### src/hdl/tfc_pkg.sv
// Shared types, codes and constants of the transform matrix composer.
`default_nettype none

package tfc_pkg;

  localparam int WORD_BITS_DEF = 32;
  localparam int FRAC_BITS_DEF = 16;

  // operation codes carried in the mode field
  localparam logic [2:0] MODE_IDENT = 3'd0;
  localparam logic [2:0] MODE_SCALE = 3'd1;
  localparam logic [2:0] MODE_ROT   = 3'd2;
  localparam logic [2:0] MODE_TRANS = 3'd3;
  localparam logic [2:0] MODE_PERSP = 3'd4;

  typedef enum logic [3:0] {
    OP_NOP,
    OP_LOAD,
    OP_IDENT,
    OP_OM_SCALE,
    OP_OM_TRANS,
    OP_OM_ROT,
    OP_OM_PERSP,
    OP_DIV_START,
    OP_DIV_SAVE,
    OP_MUL_START,
    OP_STORE,
    OP_COPY
  } dp_op_t;

  // rotation axis, or the halved field angle of the perspective
  typedef enum logic [1:0] {
    SEL_Z,
    SEL_X,
    SEL_Y,
    SEL_P
  } rsel_t;

  typedef enum logic [1:0] {
    DV_ANGLE,
    DV_TAN,
    DV_TB,
    DV_PERSP
  } dsel_t;

  typedef enum logic [3:0] {
    S_IDLE,
    S_DISP,
    S_MOD,
    S_MODW,
    S_CORW,
    S_ROTOM,
    S_DGO,
    S_DWAIT,
    S_POM,
    S_MSTART,
    S_MULW,
    S_STORE,
    S_COPY,
    S_EMIT
  } state_t;

  typedef struct packed {
    dp_op_t     op;
    rsel_t      rsel;
    dsel_t      dsel;
    logic [3:0] ridx;
    logic [3:0] oidx;
    logic [3:0] widx;
    logic       clr;
  } cmd_t;

  typedef struct packed {
    logic       busy;
    logic       fault;
    logic [2:0] mode;
  } stat_t;

  // CORDIC arctangent of 2^-i in Q30
  function automatic logic [29:0] atan_q30(input logic [4:0] i);
    logic [29:0] v;
    case (i)
      5'd0: v = 30'd843314857;
      5'd1: v = 30'd497837829;
      5'd2: v = 30'd263043837;
      5'd3: v = 30'd133525159;
      5'd4: v = 30'd67021687;
      5'd5: v = 30'd33543516;
      5'd6: v = 30'd16775851;
      5'd7: v = 30'd8388437;
      5'd8: v = 30'd4194283;
      5'd9: v = 30'd2097149;
      default: v = 30'd1 << (5'd30 - i);
    endcase
    return v;
  endfunction

endpackage

`default_nettype wire

### src/hdl/tfc_ctrl.sv
// Sequencer of the transform matrix composer: steps the datapath per operation.
`default_nettype none

module tfc_ctrl (
  input  wire logic          clk,
  input  wire logic          rst,
  input  wire logic          in_valid,
  input  wire logic          out_ready,
  input  wire tfc_pkg::stat_t stat,
  output logic               in_ready,
  output logic               out_valid,
  output tfc_pkg::cmd_t      cmd
);

  tfc_pkg::state_t state, state_next;
  tfc_pkg::rsel_t  rsel, rsel_next;
  tfc_pkg::dsel_t  dsel, dsel_next;
  logic [1:0] i, i_next, j, j_next, k, k_next;
  logic [3:0] e, e_next;

  always_ff @(posedge clk) begin
    if (rst) begin
      state <= tfc_pkg::S_IDLE;
      rsel  <= tfc_pkg::SEL_Z;
      dsel  <= tfc_pkg::DV_ANGLE;
      i     <= '0;
      j     <= '0;
      k     <= '0;
      e     <= '0;
    end else begin
      state <= state_next;
      rsel  <= rsel_next;
      dsel  <= dsel_next;
      i     <= i_next;
      j     <= j_next;
      k     <= k_next;
      e     <= e_next;
    end
  end

  // next state
  always_comb begin
    state_next = state;
    rsel_next  = rsel;
    dsel_next  = dsel;
    i_next     = i;
    j_next     = j;
    k_next     = k;
    e_next     = e;
    case (state)
      tfc_pkg::S_IDLE: begin
        e_next = '0;
        if (in_valid) begin
          state_next = tfc_pkg::S_DISP;
        end
      end
      tfc_pkg::S_DISP: begin
        i_next = '0;
        j_next = '0;
        k_next = '0;
        if (stat.mode == tfc_pkg::MODE_SCALE || stat.mode == tfc_pkg::MODE_TRANS) begin
          state_next = tfc_pkg::S_MSTART;
        end else if (stat.mode == tfc_pkg::MODE_ROT) begin
          rsel_next  = tfc_pkg::SEL_Z;
          state_next = tfc_pkg::S_MOD;
        end else if (stat.mode == tfc_pkg::MODE_PERSP && !stat.fault) begin
          rsel_next  = tfc_pkg::SEL_P;
          state_next = tfc_pkg::S_MOD;
        end else begin
          state_next = tfc_pkg::S_EMIT;
        end
      end
      tfc_pkg::S_MOD: begin
        state_next = tfc_pkg::S_MODW;
      end
      tfc_pkg::S_MODW: begin
        if (!stat.busy) begin
          state_next = tfc_pkg::S_CORW;
        end
      end
      tfc_pkg::S_CORW: begin
        if (!stat.busy) begin
          if (rsel == tfc_pkg::SEL_P) begin
            dsel_next  = tfc_pkg::DV_TAN;
            state_next = tfc_pkg::S_DGO;
          end else begin
            state_next = tfc_pkg::S_ROTOM;
          end
        end
      end
      tfc_pkg::S_ROTOM: begin
        i_next     = '0;
        j_next     = '0;
        k_next     = '0;
        state_next = tfc_pkg::S_MSTART;
      end
      tfc_pkg::S_DGO: begin
        state_next = tfc_pkg::S_DWAIT;
      end
      tfc_pkg::S_DWAIT: begin
        if (!stat.busy) begin
          if (dsel == tfc_pkg::DV_PERSP) begin
            state_next = tfc_pkg::S_POM;
          end else begin
            dsel_next  = (dsel == tfc_pkg::DV_TAN) ? tfc_pkg::DV_TB : tfc_pkg::DV_PERSP;
            state_next = tfc_pkg::S_DGO;
          end
        end
      end
      tfc_pkg::S_POM: begin
        i_next     = '0;
        j_next     = '0;
        k_next     = '0;
        state_next = tfc_pkg::S_MSTART;
      end
      tfc_pkg::S_MSTART: begin
        state_next = tfc_pkg::S_MULW;
      end
      tfc_pkg::S_MULW: begin
        if (!stat.busy) begin
          if (k == 2'd3) begin
            state_next = tfc_pkg::S_STORE;
          end else begin
            k_next     = k + 2'd1;
            state_next = tfc_pkg::S_MSTART;
          end
        end
      end
      tfc_pkg::S_STORE: begin
        k_next = '0;
        if (i == 2'd3 && j == 2'd3) begin
          state_next = tfc_pkg::S_COPY;
        end else begin
          {i_next, j_next} = {i, j} + 4'd1;
          state_next       = tfc_pkg::S_MSTART;
        end
      end
      tfc_pkg::S_COPY: begin
        if (stat.mode == tfc_pkg::MODE_ROT && rsel != tfc_pkg::SEL_Y) begin
          rsel_next  = (rsel == tfc_pkg::SEL_Z) ? tfc_pkg::SEL_X : tfc_pkg::SEL_Y;
          state_next = tfc_pkg::S_MOD;
        end else begin
          state_next = tfc_pkg::S_EMIT;
        end
      end
      tfc_pkg::S_EMIT: begin
        if (out_ready) begin
          e_next = e + 4'd1;
          if (e == 4'd15) begin
            state_next = tfc_pkg::S_IDLE;
          end
        end
      end
      default: begin
        state_next = tfc_pkg::S_IDLE;
      end
    endcase
  end

  // commands and handshake
  always_comb begin
    in_ready  = 1'b0;
    out_valid = 1'b0;
    cmd.op    = tfc_pkg::OP_NOP;
    cmd.rsel  = rsel;
    cmd.dsel  = dsel;
    cmd.ridx  = {i, k};
    cmd.oidx  = {k, j};
    cmd.widx  = {i, j};
    cmd.clr   = (k == 2'd0);
    case (state)
      tfc_pkg::S_IDLE: begin
        in_ready = 1'b1;
        if (in_valid) begin
          cmd.op = tfc_pkg::OP_LOAD;
        end
      end
      tfc_pkg::S_DISP: begin
        if (stat.mode == tfc_pkg::MODE_IDENT) begin
          cmd.op = tfc_pkg::OP_IDENT;
        end else if (stat.mode == tfc_pkg::MODE_SCALE) begin
          cmd.op = tfc_pkg::OP_OM_SCALE;
        end else if (stat.mode == tfc_pkg::MODE_TRANS) begin
          cmd.op = tfc_pkg::OP_OM_TRANS;
        end
      end
      tfc_pkg::S_MOD: begin
        cmd.op   = tfc_pkg::OP_DIV_START;
        cmd.dsel = tfc_pkg::DV_ANGLE;
      end
      tfc_pkg::S_MODW: begin
        cmd.dsel = tfc_pkg::DV_ANGLE;
        if (!stat.busy) begin
          cmd.op = tfc_pkg::OP_DIV_SAVE;
        end
      end
      tfc_pkg::S_ROTOM: begin
        cmd.op = tfc_pkg::OP_OM_ROT;
      end
      tfc_pkg::S_DGO: begin
        cmd.op = tfc_pkg::OP_DIV_START;
      end
      tfc_pkg::S_DWAIT: begin
        if (!stat.busy) begin
          cmd.op = tfc_pkg::OP_DIV_SAVE;
        end
      end
      tfc_pkg::S_POM: begin
        cmd.op = tfc_pkg::OP_OM_PERSP;
      end
      tfc_pkg::S_MSTART: begin
        cmd.op = tfc_pkg::OP_MUL_START;
      end
      tfc_pkg::S_STORE: begin
        cmd.op = tfc_pkg::OP_STORE;
      end
      tfc_pkg::S_COPY: begin
        cmd.op = tfc_pkg::OP_COPY;
      end
      tfc_pkg::S_EMIT: begin
        out_valid = 1'b1;
        cmd.ridx  = e;
      end
      default: begin
        cmd.op = tfc_pkg::OP_NOP;
      end
    endcase
  end

endmodule

`default_nettype wire

### config.mk
export PLATFORM = sky130hd
export DESIGN_NAME = tfc_ctrl
export DESIGN_NICKNAME = d
export VERILOG_FILES = /design/src/hdl/tfc_pkg.sv /design/src/hdl/tfc_ctrl.sv
export SDC_FILE = /design/constraint.sdc
export NUM_CORES = 1
export LEC_CHECK = 0
export ABC_AREA = 1
export BUFFER_PORTS_ARGS = -buffer_cell sky130_fd_sc_hd__buf_2
export CAP_MARGIN = 30
export CORE_AREA = 3 3 65 67
export DETAILED_ROUTE_END_ITERATION = 10
export DIE_AREA = 0 0 68 70
export GPL_ROUTABILITY_DRIVEN = 1
export GPL_TIMING_DRIVEN = 0
export PLACE_DENSITY = 0.65
export SYNTH_ARGS = -nofsm -noshare
export SYNTH_HDL_FRONTEND = slang
export SYNTH_SLANG_ARGS = --single-unit
### constraint.sdc
create_clock -name clk -period 2.9 [get_ports clk]
set_input_delay 0.725 -clock clk [delete_from_list [all_inputs] [get_ports clk]]
set_output_delay 0.725 -clock clk [all_outputs]
set_load 0.01 [all_outputs]
; ---- Word level (Yosys, flattened, before mapping)
; Cells that the tools add are included.
[totals]
register_bits = 18
inputBits = 9
output_inout_bits = 23
elab_cells = 122
[op_classes]
n_addsub = 3
n_eq_ne = 39
muxes = 47
n_reduce_logical = 26
[ops]
columns = op, count
row1 = 4-bit 2-to-1 mux, 17
row2 = 4-bit case mux with 13 select lines, 1
row3 = 4-bit case mux with 9 select lines, 1
row4 = 2-bit 2-to-1 mux, 16
row5 = 4-bit == test (second input constant), 7
row6 = 2-bit inequality test (second input constant), 14
row7 = 2-bit case mux with 2 select lines, 5
row8 = 4-bit by 3-bit == test with 1-bit output (second input constant), 4
row9 = 2-bit == test (second input constant), 5
row10 = 2-bit nonzero test, 5
row11 = 4-bit by 1-bit adder with 4-bit output (second input constant), 2
row12 = 4-bit by 2-bit == test with 1-bit output (second input constant), 2
row13 = 4-bit case mux with 2 select lines, 1
row14 = 2-bit OR reduction, 4
row15 = 7-bit AND reduction, 1
row16 = 3-bit by 2-bit == test with 1-bit output (second input constant), 2
row17 = 3-bit 2-to-1 mux, 2
row18 = 5-bit AND reduction, 1
row19 = 4-bit by 1-bit == test with 1-bit output (second input constant), 1
row20 = 2-bit zero test, 2
row21 = 4-bit zero test, 1
row22 = 1-bit 2-to-1 mux, 4
row23 = 2-bit AND reduction, 2
row24 = 4-bit AND reduction, 1
row25 = other kinds (12), 14

; ---- Logic depth before layout (Yosys ltp)
[logic_depth]
depth_word = 6
mapped_depth = 11
depth_no_buf = 11

; ---- Least setup slack after synthesis
; No wires, ideal clock.
[synth_path]
path_type = reg-to-output
start = register state[1]
end = output port cmd[11] (netlist bit)
arrival_ns = 1.148
required_time_ns = 2.175
slack_ns = 1.027
path_stages_with_launch = 6
path_buffers = 0
cell_sequence = dfxtp_1 > inv_2 > nand2_4 > nor2_4 > inv_1 > o21ai_0
[synth_lines]
columns = item, line_no
row1 = start: declaration, tfc_ctrl.sv:15  ; tfc_pkg::state_t state, state_next;
row2 = start signal: assignment, tfc_ctrl.sv:23  ; state <= tfc_pkg::S_IDLE;
row3 = start signal: assignment, tfc_ctrl.sv:31  ; state <= state_next;
row4 = end: declaration, tfc_ctrl.sv:12  ; output tfc_pkg::cmd_t cmd

==> results <==
- The worst-path maximum fanout is 9.
- The count of max-cap constraint violations is 0.
- The post-synthesis instance area is roughly 1400 um2.
- The post-cts repair resize count is 0.
- For this configuration, the core starts out at a cell density of a little under two fifths.
- The path category of the worst min-delay check is reg2reg.
- The via count of the first global-routing pass is 1414.
- Broken down by cell family, the worst path's largest delay share belongs to simple AND/OR/NAND/NOR gates.
- Detailed placement ended at an HPWL of around 2900 um.
- Summed over all layers, the routed wires come to 3593 um.
- TritonCTS built the clock tree.
- The worst setup skew after layout is around 0.0034 ns.
- The count of nets left with antenna violations once routing finished came out at 0.
- The first detailed-routing pass ran for 4 iterations.
- The net count of the finished layout is between 200 and 300.
- The area inside the core boundary is roughly 3700 um2.
- In the post-route analysis, the smallest setup slack over all paths is roughly 0.56 ns.
- The delay contributed by the slowest stage of the critical path is 0.41 ns.
- The worst path required time is 2.17 ns.
- The max-slew headroom at the worst pin is a little over two thirds.
- The total of buffers placed on input and output ports is 30.
- The area of the die is 4760 um2.
- Measured along the y axis, the die boundary spans 70 um.
- The critical path is of the reg2out type.
- The clock share of power is 14.0%.
- The net switching power of the design is 744.7 uW.
- The number of buffers on the longest clock path is 2.
- The detailed router's first-iteration violation count is around 110.
- Setup repair after global routing left no endpoint under its margin.
- The share of the Yosys chip area taken by registers is 25.58%.
- Clock-pin slew was measured on the worst setup and hold paths at 0.07 ns.
- During synthesis, Yosys emitted a total of 0 warnings.
- The number of pins with negative max-slew slack in the final report is 0.
- The flow ran to the end, and the final reports show no timing, DRC or antenna violations.
- Setup violations remaining at the end of the flow were counted as 0.
- The total instance count after detailed placement is 311.
- The area added between synthesis and finish is 18.83%.
- The count of state elements after synthesis is 18.
- The chip width is slightly below 70 um.
- The clock insertion delay at the later pin of the skew report is 0.25 ns.
- After synthesis, the share of flip-flops with an asynchronous set or reset is 0%.
- The first-pass GRT wire length is 6134 um.
- The slowest stage of the critical path is the sky130_fd_sc_hd__dfxtp_1 cell.
- The pin slew with the least headroom to its limit is 0.4387 ns.
- Overall power consumption after layout is estimated at 1.461 mW.
- The count of pins on the block boundary is 32.
- The clock net in this run drives a total of 18 sinks.
- The via density per instance is between 4 and 5.
- For this run, the leading register cell type out of synthesis is sky130_fd_sc_hd__dfxtp_1.
- The type of element launching the critical path is a flop.
- Of the total power, combinational logic draws 61.2%.
- In the final layout, the share of cells above drive strength 1 is 22.85%.
- The initialized floorplan defines 22 standard-cell rows.
- The highest clock rate is 0.4280 GHz.
- The total global routing overflow is 0.
- Excluding fillers, the count of instances in the completed layout stands at 315.
- The average footprint of a synthesized cell is 6.047 um2.
- In this run, post-CTS hold repair placed 0 buffers.
- The number of buffer and inverter stages on the critical path is 3.
- The final weighted congestion in routability-driven placement is between 0.8 and 0.9.
- The power per unit of standard cell area is 872.6 nW/um2.
- The buffer count from post-CTS setup fixing is 0.
- Of the available clock period, the critical path in the final layout requires 80.57%.
- STA classifies the critical path endpoint as a primary output.
- The arrival time at the worst endpoint is 1.61 ns.
- Traced cell by cell, the critical path runs through inv_2 -> nand2_4 -> nor2_4 -> inv_1 -> nor2_1 -> a21oi_1 -> buf_2.
- The worst-case setup slack after placement is 0.8503 ns.
- The sequential cell fraction of total power is 24.8%.
- The level count of the clock H-tree is 1.
- In this run, CTS created clock tree buffers numbering 3.
- The count of final hold-check violations is 0.
- 0 antenna diodes ended up in the layout.
- Entering global routing, the biggest net connects 11 pins.
- The total number of vias is 1569.
- The detailed-route DRC error count is 0.
- The number of antenna violations at the first check in global routing is 0.
- The netlist uses 26 different library cells.
- The final-layout setup total negative slack is 0 ns.
- IR analysis of the VDD net gives a maximum drop of 411.5 uV.
- The master cell of the clock root buffer is sky130_fd_sc_hd__clkbuf_8.
- Subtracting the final worst setup slack from the clock period gives 2.337 ns.
- The aggregate global-route resource usage is 16.13%.
- Setup slack on the worst reg-to-reg path comes out at 1.36 ns.
- After detailed routing, the average wire length per cell comes to 11.41 um.
- In this run, synthesis inferred 0 flip-flops with an integrated enable.
- The total internal power is 716.0 uW.
- The synthesized instance count is 233.
- The fraction of power spent switching nets is 50.98%.
- The analysis attributes to cell leakage a power of between 0.8 and 0.9 nW.
- The synthesized netlist net count is 246.
==> layer usage <==
| metal | share of wire, % | global-route usage, % | vias to the layer above |
|---|---|---|---|
| li1 | - | - | 827 |
| met5 | 0 | 0 | - |
| met1 | 50 | 22.68 | 690 |
| met2 | 44 | 24.84 | 45 |
| met3 | 4.9 | 2.572 | 7 |
| met4 | 1.4 | 4.857 | 0 |
==> sequential cells by signal, summed over array words and instances, names as in the netlist <==
register / cells
dsel: 2
e: 4
i: 2
j: 2
k: 2
rsel: 2
state: 4
==> power by group through the flow <==
stage	combinational [mW]	clock (mW)	sequential (mW)
final	0.894	0.205	0.362
after global routing	1.01	0.225	0.370
after CTS	0.899	0.214	0.362
after detailed placement	0.895	0	0.368
after global placement	0.895	0	0.367
after floorplan	0.666	0	0.358
==> layout by cell type, fill, tap and decap left out, drive strengths merged <==
master   instances
nand2           66
nor3             2
ha               4
nor2            46
dfxtp           18
clkbuf           4
nand4            3
o21ai           18
or2              1
o21a             1
a21boi           1
and3             1
o2111ai          2
o221ai           1
a21oi           18
a31oi            1
nand3           20
buf             33
inv             27
==> cells by family after synthesis <==
| group | after synthesis | share of synthesized area [%] |
|---|---|---|
| simple gates | 139 | 45.92 |
| flops | 18 | 25.58 |
| buf+inv | 30 | 8.525 |
| compound gates | 42 | 16.43 |
| fa+ha+maj | 4 | 3.553 |
==> cell usage after synthesis, drive strengths merged, types with 2 or more instances <==
cell type,number,share of area [%]
a21oi,18,6.4
o2111ai,2,1.2
nand3,20,7.5
dfxtp,18,26
buf,3,1.3
nor3,2,0.71
ha,4,3.6
nand2,66,20
nand4,3,1.3
nor2,46,16
inv,27,7.2
o21ai,18,6.7
==> layout make-up <==
cell class	instances	area [um2]
tap	48	60.06
clock buffer	4	55.05
inverter	27	101.3
timing repair buffer	30	150.1
fill	399	2014
sequential	18	360.3
buffer	3	18.77
multi-input combinational	185	928.4
==> per-stage QoR <==
stage                     instance area, um2  util, %  hold slack (ns)
final                                   1674    45.39           0.5176
after global routing                    1674    45.39           0.5467
after CTS                               1674    45.39           0.5187
after detailed placement                1619    43.89           0.5074
after global placement                  1619    43.89           0.4989
after floorplan                         1409        -           0.4764
==> path summary, 6_finish.rpt <==
path / startpoint / depth (start not counted) / to
worst max-delay path: state[1] / 7 / cmd[9]
worst min-delay path: j[1] / 2 / j[1]
worst max register to register: state[0] / 9 / i[1]
worst min register to register: j[1] / 2 / j[1]
==> worst register-to-register path: cells and delay by family (launching register included) <==
family	cells	cell delay, ns
buffers and inverters	1	0.11
AND/OR/NAND/NOR	8	0.80
flip-flops	1	0.53
(Power assumes the default switching activity.)
